--- src/hdl/cpcg_pkg.sv ---
// ----------------------------------------------------------------------------
// cpcg_pkg
// Shared types and constants of the circle path curve generator.
// ----------------------------------------------------------------------------
package cpcg_pkg;

   localparam int FRAC_BITS   = 16;
   localparam int PHASE_W     = FRAC_BITS + 2;
   localparam int STEP_W      = 18;
   localparam int COORD_W     = 18;
   localparam int MAG_W       = 17;
   localparam int RADIUS_W    = 16;
   localparam int CSR_INDEX_W = 1;
   localparam int CSR_DATA_W  = 16;
   localparam int QUEUE_DEPTH = 2;

   // register map
   localparam logic [CSR_INDEX_W-1:0] CSR_RADIUS     = 1'd0;
   localparam logic [CSR_INDEX_W-1:0] CSR_CURVE_MODE = 1'd1;

   // curve modes
   localparam logic MODE_BEZIER = 1'b0;
   localparam logic MODE_SPLINE = 1'b1;

   localparam logic [RADIUS_W-1:0] RADIUS_RESET = 16'd1280;
   // cos(pi/4) in Q0.16
   localparam logic [15:0]         COS45_Q16    = 16'd46341;

   typedef logic [PHASE_W-1:0]        phase_type;
   typedef logic signed [COORD_W-1:0] coord_type;

   typedef struct packed {
      logic full;
      logic empty;
   } queue_status_type;

endpackage

--- src/hdl/cpcg_req_if.sv ---
// ----------------------------------------------------------------------------
// cpcg_req_if
// Request channel: phase step with valid/ready.
// ----------------------------------------------------------------------------
interface cpcg_req_if;
   import cpcg_pkg::*;

   logic              valid;
   logic              ready;
   logic [STEP_W-1:0] step;

   modport source (output valid, output step, input ready);
   modport sink   (input valid, input step, output ready);
endinterface

--- src/hdl/cpcg_rsp_if.sv ---
// ----------------------------------------------------------------------------
// cpcg_rsp_if
// Response channel: one point on the curve with valid/ready.
// ----------------------------------------------------------------------------
interface cpcg_rsp_if;
   import cpcg_pkg::*;

   logic               valid;
   logic               ready;
   logic signed [COORD_W-1:0] pos_x;
   logic signed [COORD_W-1:0] pos_y;
   logic signed [COORD_W-1:0] pos_z;
   logic [1:0]         segment;
   logic [PHASE_W-1:0] phase;

   modport source (output valid, output pos_x, output pos_y, output pos_z,
                   output segment, output phase, input ready);
   modport sink   (input valid, input pos_x, input pos_y, input pos_z,
                   input segment, input phase, output ready);
endinterface

--- src/hdl/cpcg_csr_if.sv ---
// ----------------------------------------------------------------------------
// cpcg_csr_if
// Register write channel: index and data with valid/ready.
// ----------------------------------------------------------------------------
interface cpcg_csr_if;
   import cpcg_pkg::*;

   logic                   valid;
   logic                   ready;
   logic [CSR_INDEX_W-1:0] index;
   logic [CSR_DATA_W-1:0]  data;

   modport source (output valid, output index, output data, input ready);
   modport sink   (input valid, input index, input data, output ready);
endinterface

--- src/hdl/cpcg_front.sv ---
// ----------------------------------------------------------------------------
// cpcg_front
// Phase accumulator: takes steps and queues the updated phase.
// ----------------------------------------------------------------------------
module cpcg_front (
   input  logic                        clock,
   input  logic                        reset,
   cpcg_req_if.sink                    req_bus,
   input  cpcg_pkg::queue_status_type  q_status,
   output logic                        push,
   output cpcg_pkg::phase_type         push_phase
);
   import cpcg_pkg::*;

   phase_type phase_acc_ff;
   phase_type phase_acc_in;
   logic      accept;

   assign req_bus.ready = !q_status.full;
   assign accept        = req_bus.valid && req_bus.ready;

   // wraps at 4.0 by width
   assign phase_acc_in = phase_acc_ff + req_bus.step[PHASE_W-1:0];
   assign push         = accept;
   assign push_phase   = phase_acc_in;

   always_ff @(posedge clock) begin
      if (reset) begin
         phase_acc_ff <= '0;
      end else if (accept) begin
         phase_acc_ff <= phase_acc_in;
      end
   end

endmodule

--- src/hdl/cpcg_queue.sv ---
// ----------------------------------------------------------------------------
// cpcg_queue
// Small fifo of phases between the accumulator and the evaluator.
// ----------------------------------------------------------------------------
module cpcg_queue (
   input  logic                        clock,
   input  logic                        reset,
   input  logic                        push,
   input  cpcg_pkg::phase_type         push_phase,
   input  logic                        pop,
   output cpcg_pkg::phase_type         pop_phase,
   output cpcg_pkg::queue_status_type  q_status
);
   import cpcg_pkg::*;

   localparam int PTR_W = (QUEUE_DEPTH > 1) ? $clog2(QUEUE_DEPTH) : 1;
   localparam int CNT_W = $clog2(QUEUE_DEPTH + 1);

   phase_type          entry_ff [QUEUE_DEPTH];
   logic [PTR_W-1:0]   wr_ptr_ff;
   logic [PTR_W-1:0]   rd_ptr_ff;
   logic [CNT_W-1:0]   count_ff;

   assign q_status.full  = (count_ff == CNT_W'(QUEUE_DEPTH));
   assign q_status.empty = (count_ff == '0);
   assign pop_phase      = entry_ff[rd_ptr_ff];

   // depth is a power of two, so pointers wrap naturally
   always_ff @(posedge clock) begin
      if (push) begin
         entry_ff[wr_ptr_ff] <= push_phase;
      end
   end

   always_ff @(posedge clock) begin
      if (reset) begin
         wr_ptr_ff <= '0;
         rd_ptr_ff <= '0;
         count_ff  <= '0;
      end else begin
         if (push) begin
            wr_ptr_ff <= wr_ptr_ff + 1'b1;
         end
         if (pop) begin
            rd_ptr_ff <= rd_ptr_ff + 1'b1;
         end
         if (push && !pop) begin
            count_ff <= count_ff + 1'b1;
         end else if (pop && !push) begin
            count_ff <= count_ff - 1'b1;
         end
      end
   end

endmodule

--- src/hdl/cpcg_back.sv ---
// ----------------------------------------------------------------------------
// cpcg_back
// Curve evaluator: shared multiplier sequence and output register.
// ----------------------------------------------------------------------------
module cpcg_back (
   input  logic                              clock,
   input  logic                              reset,
   input  logic [cpcg_pkg::RADIUS_W-1:0]     radius,
   input  logic                              curve_mode,
   input  cpcg_pkg::queue_status_type        q_status,
   input  cpcg_pkg::phase_type               pop_phase,
   output logic                              pop,
   cpcg_rsp_if.source                        rsp_bus
);
   import cpcg_pkg::*;

   typedef enum logic [2:0] {
      ST_IDLE,
      ST_M1,
      ST_M2,
      ST_M3,
      ST_M4,
      ST_FIN
   } state_type;

   localparam int OPA_W  = 33;
   localparam int OPB_W  = 18;
   localparam int PROD_W = OPA_W + OPB_W;

   state_type          state_ff;
   phase_type          phase_ff;
   logic [PROD_W-1:0]  prod_ff;
   logic [PROD_W-1:0]  prod_in;
   logic [OPA_W-1:0]   hold_ff;
   logic [15:0]        q_ff;
   logic [MAG_W-1:0]   mag0_ff;
   logic               rsp_valid_ff;
   coord_type          pos_x_ff, pos_y_ff, pos_z_ff;
   logic [1:0]         segment_ff;
   phase_type          phase_out_ff;

   logic [OPA_W-1:0]   op_a;
   logic [OPB_W-1:0]   op_b;
   logic [15:0]        u;
   logic [16:0]        w;
   logic [16:0]        lf;
   logic               lneg;
   logic [1:0]         seg;
   logic [PROD_W-1:0]  rnd_sum;
   logic [MAG_W-1:0]   mag1;
   logic [31:0]        q_sum;
   logic               out_free;
   logic               out_load;
   coord_type          x_in, y_in, z_in;

   function automatic coord_type to_coord(input logic [MAG_W-1:0] mag, input logic neg);
      coord_type m;
      m = coord_type'({1'b0, mag});
      return neg ? -m : m;
   endfunction

   assign u    = phase_ff[FRAC_BITS-1:0];
   assign seg  = phase_ff[PHASE_W-1:FRAC_BITS];
   assign w    = 17'h10000 - {1'b0, u};
   assign lneg = u[15] && (u[14:0] != '0);
   assign lf   = lneg ? ({u, 1'b0} - 17'h10000) : (17'h10000 - {u, 1'b0});

   // round half up of a Q.32 product
   assign rnd_sum = prod_ff + PROD_W'(64'h8000_0000);
   assign mag1    = rnd_sum[32 +: MAG_W];
   assign q_sum   = prod_ff[31:0] + 32'h4000;

   // multiplier operand selection per step
   always_comb begin
      op_a = '0;
      op_b = '0;
      unique case (state_ff)
         ST_M1: begin
            op_a = OPA_W'(u);
            op_b = (curve_mode == MODE_BEZIER) ? OPB_W'(u) : OPB_W'(w);
         end
         ST_M2: begin
            if (curve_mode == MODE_BEZIER) begin
               op_a = OPA_W'(u);
               op_b = 18'h20000 - OPB_W'(u);
            end else begin
               op_a = OPA_W'(radius);
               op_b = OPB_W'(COS45_Q16);
            end
         end
         ST_M3: begin
            if (curve_mode == MODE_BEZIER) begin
               op_a = prod_ff[OPA_W-1:0];
               op_b = OPB_W'(radius);
            end else begin
               op_a = OPA_W'(prod_ff[31:0]);
               op_b = OPB_W'(lf);
            end
         end
         ST_M4: begin
            op_a = hold_ff;
            op_b = (curve_mode == MODE_BEZIER) ? OPB_W'(radius)
                                               : OPB_W'(17'h10000 + {1'b0, q_ff});
         end
         ST_IDLE, ST_FIN: begin
            op_a = '0;
            op_b = '0;
         end
         default: begin
            op_a = '0;
            op_b = '0;
         end
      endcase
   end

   assign prod_in = PROD_W'(op_a) * PROD_W'(op_b);

   // final point selection
   always_comb begin
      x_in = '0;
      y_in = '0;
      z_in = '0;
      if (curve_mode == MODE_BEZIER) begin
         case (seg)
            2'd0: begin y_in = to_coord(mag0_ff, 1'b0); z_in = to_coord(mag1, 1'b0); end
            2'd1: begin y_in = to_coord(mag1, 1'b0);    z_in = to_coord(mag0_ff, 1'b1); end
            2'd2: begin y_in = to_coord(mag0_ff, 1'b1); z_in = to_coord(mag1, 1'b1); end
            default: begin
               y_in = to_coord(mag1, 1'b1);
               z_in = to_coord(mag0_ff, 1'b0);
            end
         endcase
      end else begin
         case (seg)
            2'd0: begin x_in = to_coord(mag0_ff, lneg);  y_in = to_coord(mag1, 1'b0); end
            2'd1: begin x_in = to_coord(mag1, 1'b1);     y_in = to_coord(mag0_ff, lneg); end
            2'd2: begin x_in = to_coord(mag0_ff, !lneg); y_in = to_coord(mag1, 1'b1); end
            default: begin
               x_in = to_coord(mag1, 1'b0);
               y_in = to_coord(mag0_ff, !lneg);
            end
         endcase
      end
   end

   assign out_free = !rsp_valid_ff || rsp_bus.ready;
   assign out_load = (state_ff == ST_FIN) && out_free;
   assign pop      = (state_ff == ST_IDLE) && !q_status.empty;

   assign rsp_bus.valid   = rsp_valid_ff;
   assign rsp_bus.pos_x   = pos_x_ff;
   assign rsp_bus.pos_y   = pos_y_ff;
   assign rsp_bus.pos_z   = pos_z_ff;
   assign rsp_bus.segment = segment_ff;
   assign rsp_bus.phase   = phase_out_ff;

   always_ff @(posedge clock) begin
      if (reset) begin
         state_ff     <= ST_IDLE;
         rsp_valid_ff <= 1'b0;
      end else begin
         // a new point replaces the one leaving in the same cycle
         if (out_load) begin
            rsp_valid_ff <= 1'b1;
         end else if (rsp_bus.ready) begin
            rsp_valid_ff <= 1'b0;
         end
         unique case (state_ff)
            ST_IDLE: begin
               if (!q_status.empty) begin
                  phase_ff <= pop_phase;
                  state_ff <= ST_M1;
               end
            end
            ST_M1: begin
               prod_ff  <= prod_in;
               state_ff <= ST_M2;
            end
            ST_M2: begin
               prod_ff <= prod_in;
               if (curve_mode == MODE_BEZIER) begin
                  hold_ff <= 33'h1_0000_0000 - prod_ff[OPA_W-1:0];
               end else begin
                  q_ff <= q_sum[30:15];
               end
               state_ff <= ST_M3;
            end
            ST_M3: begin
               prod_ff <= prod_in;
               if (curve_mode == MODE_SPLINE) begin
                  hold_ff <= OPA_W'(prod_ff[31:0]);
               end
               state_ff <= ST_M4;
            end
            ST_M4: begin
               prod_ff  <= prod_in;
               mag0_ff  <= mag1;
               state_ff <= ST_FIN;
            end
            ST_FIN: begin
               if (out_free) begin
                  pos_x_ff     <= x_in;
                  pos_y_ff     <= y_in;
                  pos_z_ff     <= z_in;
                  segment_ff   <= seg;
                  phase_out_ff <= phase_ff;
                  state_ff     <= ST_IDLE;
               end
            end
            default: begin
               state_ff <= ST_IDLE;
            end
         endcase
      end
   end

endmodule

--- src/hdl/circle_path_curve_generator.sv ---
// path: a transferred step is queued, popped by the idle evaluator and taken through the
// evaluator's shared multiplier, which allows no overlap between points
//   (one pop step, four multiply steps, one output step)
// the 2-entry phase queue lets requests be taken while a point is computed or waits
// reset (synchronous, active high): phase 0, radius 5.0, quadratic mode, queue empty
// ----------------------------------------------------------------------------
// circle_path_curve_generator
// Steps a phase around four curve segments and returns a point on an
// approximate circle of programmable radius.
// ----------------------------------------------------------------------------
module circle_path_curve_generator (
   input  logic        clock,
   input  logic        reset,
   cpcg_req_if.sink    req_bus,
   cpcg_rsp_if.source  rsp_bus,
   cpcg_csr_if.sink    csr_bus
);
   import cpcg_pkg::*;

   // configuration registers
   logic [RADIUS_W-1:0] radius_ff;
   logic                curve_mode_ff;

   // front to queue
   logic             push;
   phase_type        push_phase;

   // queue to back
   logic             pop;
   phase_type        pop_phase;
   queue_status_type q_status;

   // register writes are always taken
   assign csr_bus.ready = 1'b1;

   always_ff @(posedge clock) begin
      if (reset) begin
         radius_ff     <= RADIUS_RESET;
         curve_mode_ff <= MODE_BEZIER;
      end else if (csr_bus.valid) begin
         unique case (csr_bus.index)
            CSR_RADIUS:     radius_ff     <= csr_bus.data[RADIUS_W-1:0];
            CSR_CURVE_MODE: curve_mode_ff <= csr_bus.data[0];
            default: begin
            end
         endcase
      end
   end

   // phase accumulator, one step per request transfer
   cpcg_front u_front (
      .clock      (clock),
      .reset      (reset),
      .req_bus    (req_bus),
      .q_status   (q_status),
      .push       (push),
      .push_phase (push_phase)
   );

   // decouples the accumulator from the evaluator
   cpcg_queue u_queue (
      .clock      (clock),
      .reset      (reset),
      .push       (push),
      .push_phase (push_phase),
      .pop        (pop),
      .pop_phase  (pop_phase),
      .q_status   (q_status)
   );

   // evaluator and response register
   cpcg_back u_back (
      .clock      (clock),
      .reset      (reset),
      .radius     (radius_ff),
      .curve_mode (curve_mode_ff),
      .q_status   (q_status),
      .pop_phase  (pop_phase),
      .pop        (pop),
      .rsp_bus    (rsp_bus)
   );

endmodule

--- src/flat_wrapper.sv ---
// flat-port wrapper written by rule: the top's interface ports become plain ports
module circle_path_curve_generator_flat import cpcg_pkg::*;
  (clock, reset, req_bus_valid, req_bus_step, req_bus_ready, rsp_bus_valid, rsp_bus_pos_x, rsp_bus_pos_y, rsp_bus_pos_z, rsp_bus_segment, rsp_bus_phase, rsp_bus_ready, csr_bus_valid, csr_bus_index, csr_bus_data, csr_bus_ready);
  cpcg_req_if req_bus_i ();
  cpcg_rsp_if rsp_bus_i ();
  cpcg_csr_if csr_bus_i ();
  input  logic clock;
  input  logic reset;
  input wire logic [$bits(req_bus_i.valid)-1:0] req_bus_valid;
  input wire logic [$bits(req_bus_i.step)-1:0] req_bus_step;
  output wire logic [$bits(req_bus_i.ready)-1:0] req_bus_ready;
  output wire logic [$bits(rsp_bus_i.valid)-1:0] rsp_bus_valid;
  output wire logic [$bits(rsp_bus_i.pos_x)-1:0] rsp_bus_pos_x;
  output wire logic [$bits(rsp_bus_i.pos_y)-1:0] rsp_bus_pos_y;
  output wire logic [$bits(rsp_bus_i.pos_z)-1:0] rsp_bus_pos_z;
  output wire logic [$bits(rsp_bus_i.segment)-1:0] rsp_bus_segment;
  output wire logic [$bits(rsp_bus_i.phase)-1:0] rsp_bus_phase;
  input wire logic [$bits(rsp_bus_i.ready)-1:0] rsp_bus_ready;
  input wire logic [$bits(csr_bus_i.valid)-1:0] csr_bus_valid;
  input wire logic [$bits(csr_bus_i.index)-1:0] csr_bus_index;
  input wire logic [$bits(csr_bus_i.data)-1:0] csr_bus_data;
  output wire logic [$bits(csr_bus_i.ready)-1:0] csr_bus_ready;
  assign req_bus_i.valid = req_bus_valid;
  assign req_bus_i.step = req_bus_step;
  assign req_bus_ready = req_bus_i.ready;
  assign rsp_bus_valid = rsp_bus_i.valid;
  assign rsp_bus_pos_x = rsp_bus_i.pos_x;
  assign rsp_bus_pos_y = rsp_bus_i.pos_y;
  assign rsp_bus_pos_z = rsp_bus_i.pos_z;
  assign rsp_bus_segment = rsp_bus_i.segment;
  assign rsp_bus_phase = rsp_bus_i.phase;
  assign rsp_bus_i.ready = rsp_bus_ready;
  assign csr_bus_i.valid = csr_bus_valid;
  assign csr_bus_i.index = csr_bus_index;
  assign csr_bus_i.data = csr_bus_data;
  assign csr_bus_ready = csr_bus_i.ready;
  circle_path_curve_generator u_core (.clock(clock), .reset(reset), .req_bus(req_bus_i), .rsp_bus(rsp_bus_i), .csr_bus(csr_bus_i));
endmodule
--- config.mk ---
export PLATFORM = sky130hd
export DESIGN_NAME = circle_path_curve_generator_flat
export DESIGN_NICKNAME = d
export VERILOG_FILES = /design/src/hdl/cpcg_pkg.sv /design/src/hdl/cpcg_req_if.sv /design/src/hdl/cpcg_rsp_if.sv /design/src/hdl/cpcg_csr_if.sv /design/src/hdl/cpcg_front.sv /design/src/hdl/cpcg_queue.sv /design/src/hdl/cpcg_back.sv /design/src/hdl/circle_path_curve_generator.sv /design/src/flat_wrapper.sv
export SDC_FILE = /design/constraint.sdc
export NUM_CORES = 2
export LEC_CHECK = 0
export ABC_CLOCK_PERIOD_IN_PS = 10000
export BUFFER_PORTS_ARGS = -buffer_cell sky130_fd_sc_hd__buf_2
export CORE_ASPECT_RATIO = 0.75
export CORE_UTILIZATION = 45
export DETAILED_ROUTE_END_ITERATION = 8
export GPL_TIMING_DRIVEN = 0
export HOLD_SLACK_MARGIN = 0.05
export PLACE_DENSITY = 0.61
export REMOVE_ABC_BUFFERS = 1
export SLEW_MARGIN = 20
export SYNTH_ARGS = -nofsm -noshare
export SYNTH_HDL_FRONTEND = slang
export SYNTH_HIERARCHICAL = 1
export SYNTH_SLANG_ARGS = --single-unit
--- constraint.sdc ---
create_clock -name clock -period 10 [get_ports clock]
set_input_delay 1 -clock clock [delete_from_list [all_inputs] [get_ports clock]]
set_output_delay 1 -clock clock [all_outputs]
set_load 0.03 [all_outputs]
==> impl_metrics.toml <==
[outcome]
status = "complete, no violations"

[pwr]
p_leak_uw = 0.0169
ir_worst_vdd_uv = 182
power_density_mw_per_mm2 = 232
p_total_uw = 9040

[global_routing]
grt_usage_pct = 26.0
grt-busiest-layer = "met2"
grt_antenna_before_repair = 4
grt_pass1_wl_mm = 160
met2_usage_pct = 38.9
use_met3_pct = 5.48
grt_use_met1_pct = 38.9
grt_pass1_vias = 26800
grt_max_degree = 74
gr-total-overflow = 0

[timing]
fmax_mhz = 102
setup_viol = 0
finalHoldViolations = 0
period_share_pct = 97.7
layout_min_cycle_time_ns = 9.77
hold_ws_ns = 0.462
slew_viol_final = 0
tightest_slew_ns = 1.12
skew_ns = 0.0332
relSlewSlack_pct = 25.4

[placed_design]
hpwl_mm = 79.5
io_buffers = 115
place.gp.congestion = 0.911

[synthesis]
synth_area_per_cell_um2 = 9.01
post_synth_num_cell_types = 90
synth_edf_count = 241
synthArstFlopShare_pct = 0
synthTopCellsByArea = "fa_1 (28%), edfxtp_1 (21%), inv_1 (6.6%), nand2_1 (5.2%), ha_1 (4.9%)"
synth_area_leader_cell = "fa_1"
syn-instance-count = 3914
synth_ff_type = "edfxtp_1"
synth_top_area_share_pct = 28.2
synth_area_mm2 = 0.0352
yosysWarnings = 6
synth-seq-cells = 285
ys_seq_area_share_pct = 23.0

[route]
vias_per_cell = 5.58
drtIter0Drc = 2873
vias = 27900
first_pass_iters = 5
drc = 0
ant_nets = 0
wl_mm = 104
routedWlPerCell_um = 20.8

[worst_setup_path]
r2r_slack_ns = 0.23
r2r-start = "u_core/u_back/phase_ff[1]$_DFFE_PP_"
crit_family = "adder cells"
path_max_fanout = 18
required_ns = 10.37
cp-startpoint = "u_core/u_back/phase_ff[1]$_DFFE_PP_"
cpMostUsedCell = "fa_1"
end_kind = "flop"
rr_endpoint = "u_core/u_back/prod_ff[41]$_DFFE_PP_"
cp.depth = 33
crit_buf_inv = 6
crit_path_start_kind = "flop"
ff2ff_path_depth = 33
critPathCapture = "u_core/u_back/prod_ff[41]$_DFFE_PP_"
worstSetupPathType = "flop to flop"
slowest_delay_ns = 0.62
cp_data_arrival_time_ns = 10.14
critPathSlowestCell = "fa_1"

[clock_network]
cts_tree = "built"
root_buffer = "clkbuf_16"
numCtsBuffers = 29
cts.sinks = 285
clk_path_buf_depth = 3
htreeDepth = 1
cts_hold_buf = 0
path_clk_slew_ns = 0.07
insertion_delay_ns = 0.60

[floorplanning]
coreArea_mm2 = 0.0772
die_height_um = 244
die_x_um = 325
rows = 88
initial_utilization_pct = 45.7
ios = 117
dieArea_mm2 = 0.0795

[final_layout]
layout.nets = 4620
areaGrowthSynthToFinish_pct = 10.6
fillers = 7161
drive_gt1_share_pct = 10.4
layout_common_cells = "inv_1 (619), fa_1 (496), nand2_1 (482), nor2_1 (455), edfxtp_1 (241)"
multi_input_area_mm2 = 0.0244
final_common_cell = "inv_1"
seq_area_mm2 = 0.00812

[worst_hold_path]
hold_class = "flop to flop"
hp-start = "u_core/u_front/phase_acc_ff[11]$_SDFFE_PP0P_"

[job]
maxCapViolCount = 0
-- routing by layer --
layer  vias to the layer above  wire (um)
li1                      12700          -
met1                     13800      47100
met2                      1256      44900
met3                       133      10300
met4                         0       1880
met5                         -          0
-- repair_timing --
item,4_1_cts,5_1_grt
pin swaps,1,7
resized for setup,13,24
buffers inserted,3,17
cloned,1,2
setup endpoints to repair,16,14
-- worst min-delay path by stage --
stage                                                        end  slack [ns]  cells past startpoint
floorplan           u_core/u_front/phase_acc_ff[12]$_SDFFE_PP0P_        0.43                      2
detailed placement  u_core/u_front/phase_acc_ff[11]$_SDFFE_PP0P_        0.45                      2
global route         u_core/u_front/phase_acc_ff[5]$_SDFFE_PP0P_        0.49                      2
finish              u_core/u_front/phase_acc_ff[11]$_SDFFE_PP0P_        0.46                      2
CTS                 u_core/u_front/phase_acc_ff[11]$_SDFFE_PP0P_        0.46                      2
global placement     u_core/u_front/phase_acc_ff[0]$_SDFFE_PP0P_        0.45                      2
-- worst min-delay path: stages, from the launching register on --
cell	delay [ns]
dfxtp_1	0.31
nand2_1	0.05
a21oi_1	0.05
-- synth_stat cells (all sizes together), types with 43 or more instances --
library cell,number
edfxtp,241
nor3,50
ha,139
nand2,484
inv,620
o21ai,110
nor2,462
xor2,66
nand2b,52
nand3,52
dfxtp,44
clkbuf,196
fa,496
xnor2,129
buf,44
a21oi,162
a21o,43
-- through the flow --
| stage | instance area, um^2 | utilization (%) | cells | TNS [ns] | setup WS, ns |
|---|---|---|---|---|---|
| final | 39000 | 50.5 | 5004 | 0 | 0.226 |
| after global routing | 39000 | 50.5 | 5004 | -0.257 | -0.0809 |
| after CTS | 38600 | 50.1 | 4984 | 0 | 0.0262 |
| after detailed placement | 37500 | 48.6 | 4926 | -6.15 | -1.09 |
| after global placement | 36200 | 47.0 | 4853 | -428.37 | -9.12 |
| after floorplan | 34400 | - | 3703 | -76.01 | -2.55 |
-- cell families (layout without fill, tap and decap cells) --
kind of cell	after synthesis	in the layout	share of synthesized area, %
xor+xnor	195	195	4.85
other cells	3	33	0.0319
mux	65	65	2.31
buf+inv	865	887	9.46
fa+ha+maj	635	635	33.1
simple gates	1280	1281	16.1
flops	285	285	23.0
compound gates	586	588	11.1
-- flip-flops by register name, summed over array words and instances (netlist names), 17 cells and up, named ones only --
signal / count
u_core/u_queue/entry_ff: 36
u_core/u_back/rsp_bus.pos_y: 18
u_core/u_back/prod_ff: 49
u_core/u_back/rsp_bus.pos_x: 18
u_core/u_back/phase_ff: 18
u_core/u_front/phase_acc_ff: 18
u_core/u_back/mag0_ff: 17
u_core/u_back/rsp_bus.pos_z: 18
u_core/u_back/hold_ff: 33
-- power by group --
group          leakage, uW  switching, uW  internal, uW
clock network     0.000492            516           671
logic               0.0139           3720          2110
registers          0.00257            316          1700
total               0.0169           4550          4480
-- area by class of cell --
type                    instances  share of cell area, %
clock buffers                  30                   1.87
clock inverters                24                  0.748
flip-flops and latches        285                   20.8
multi-input cells            2796                   62.7
inverters                     625                   6.03
well taps                    1035                   3.32
diodes                          1                0.00642
repair buffers                208                   4.46
No activity file was read; power rests on OpenSTA's default activity.
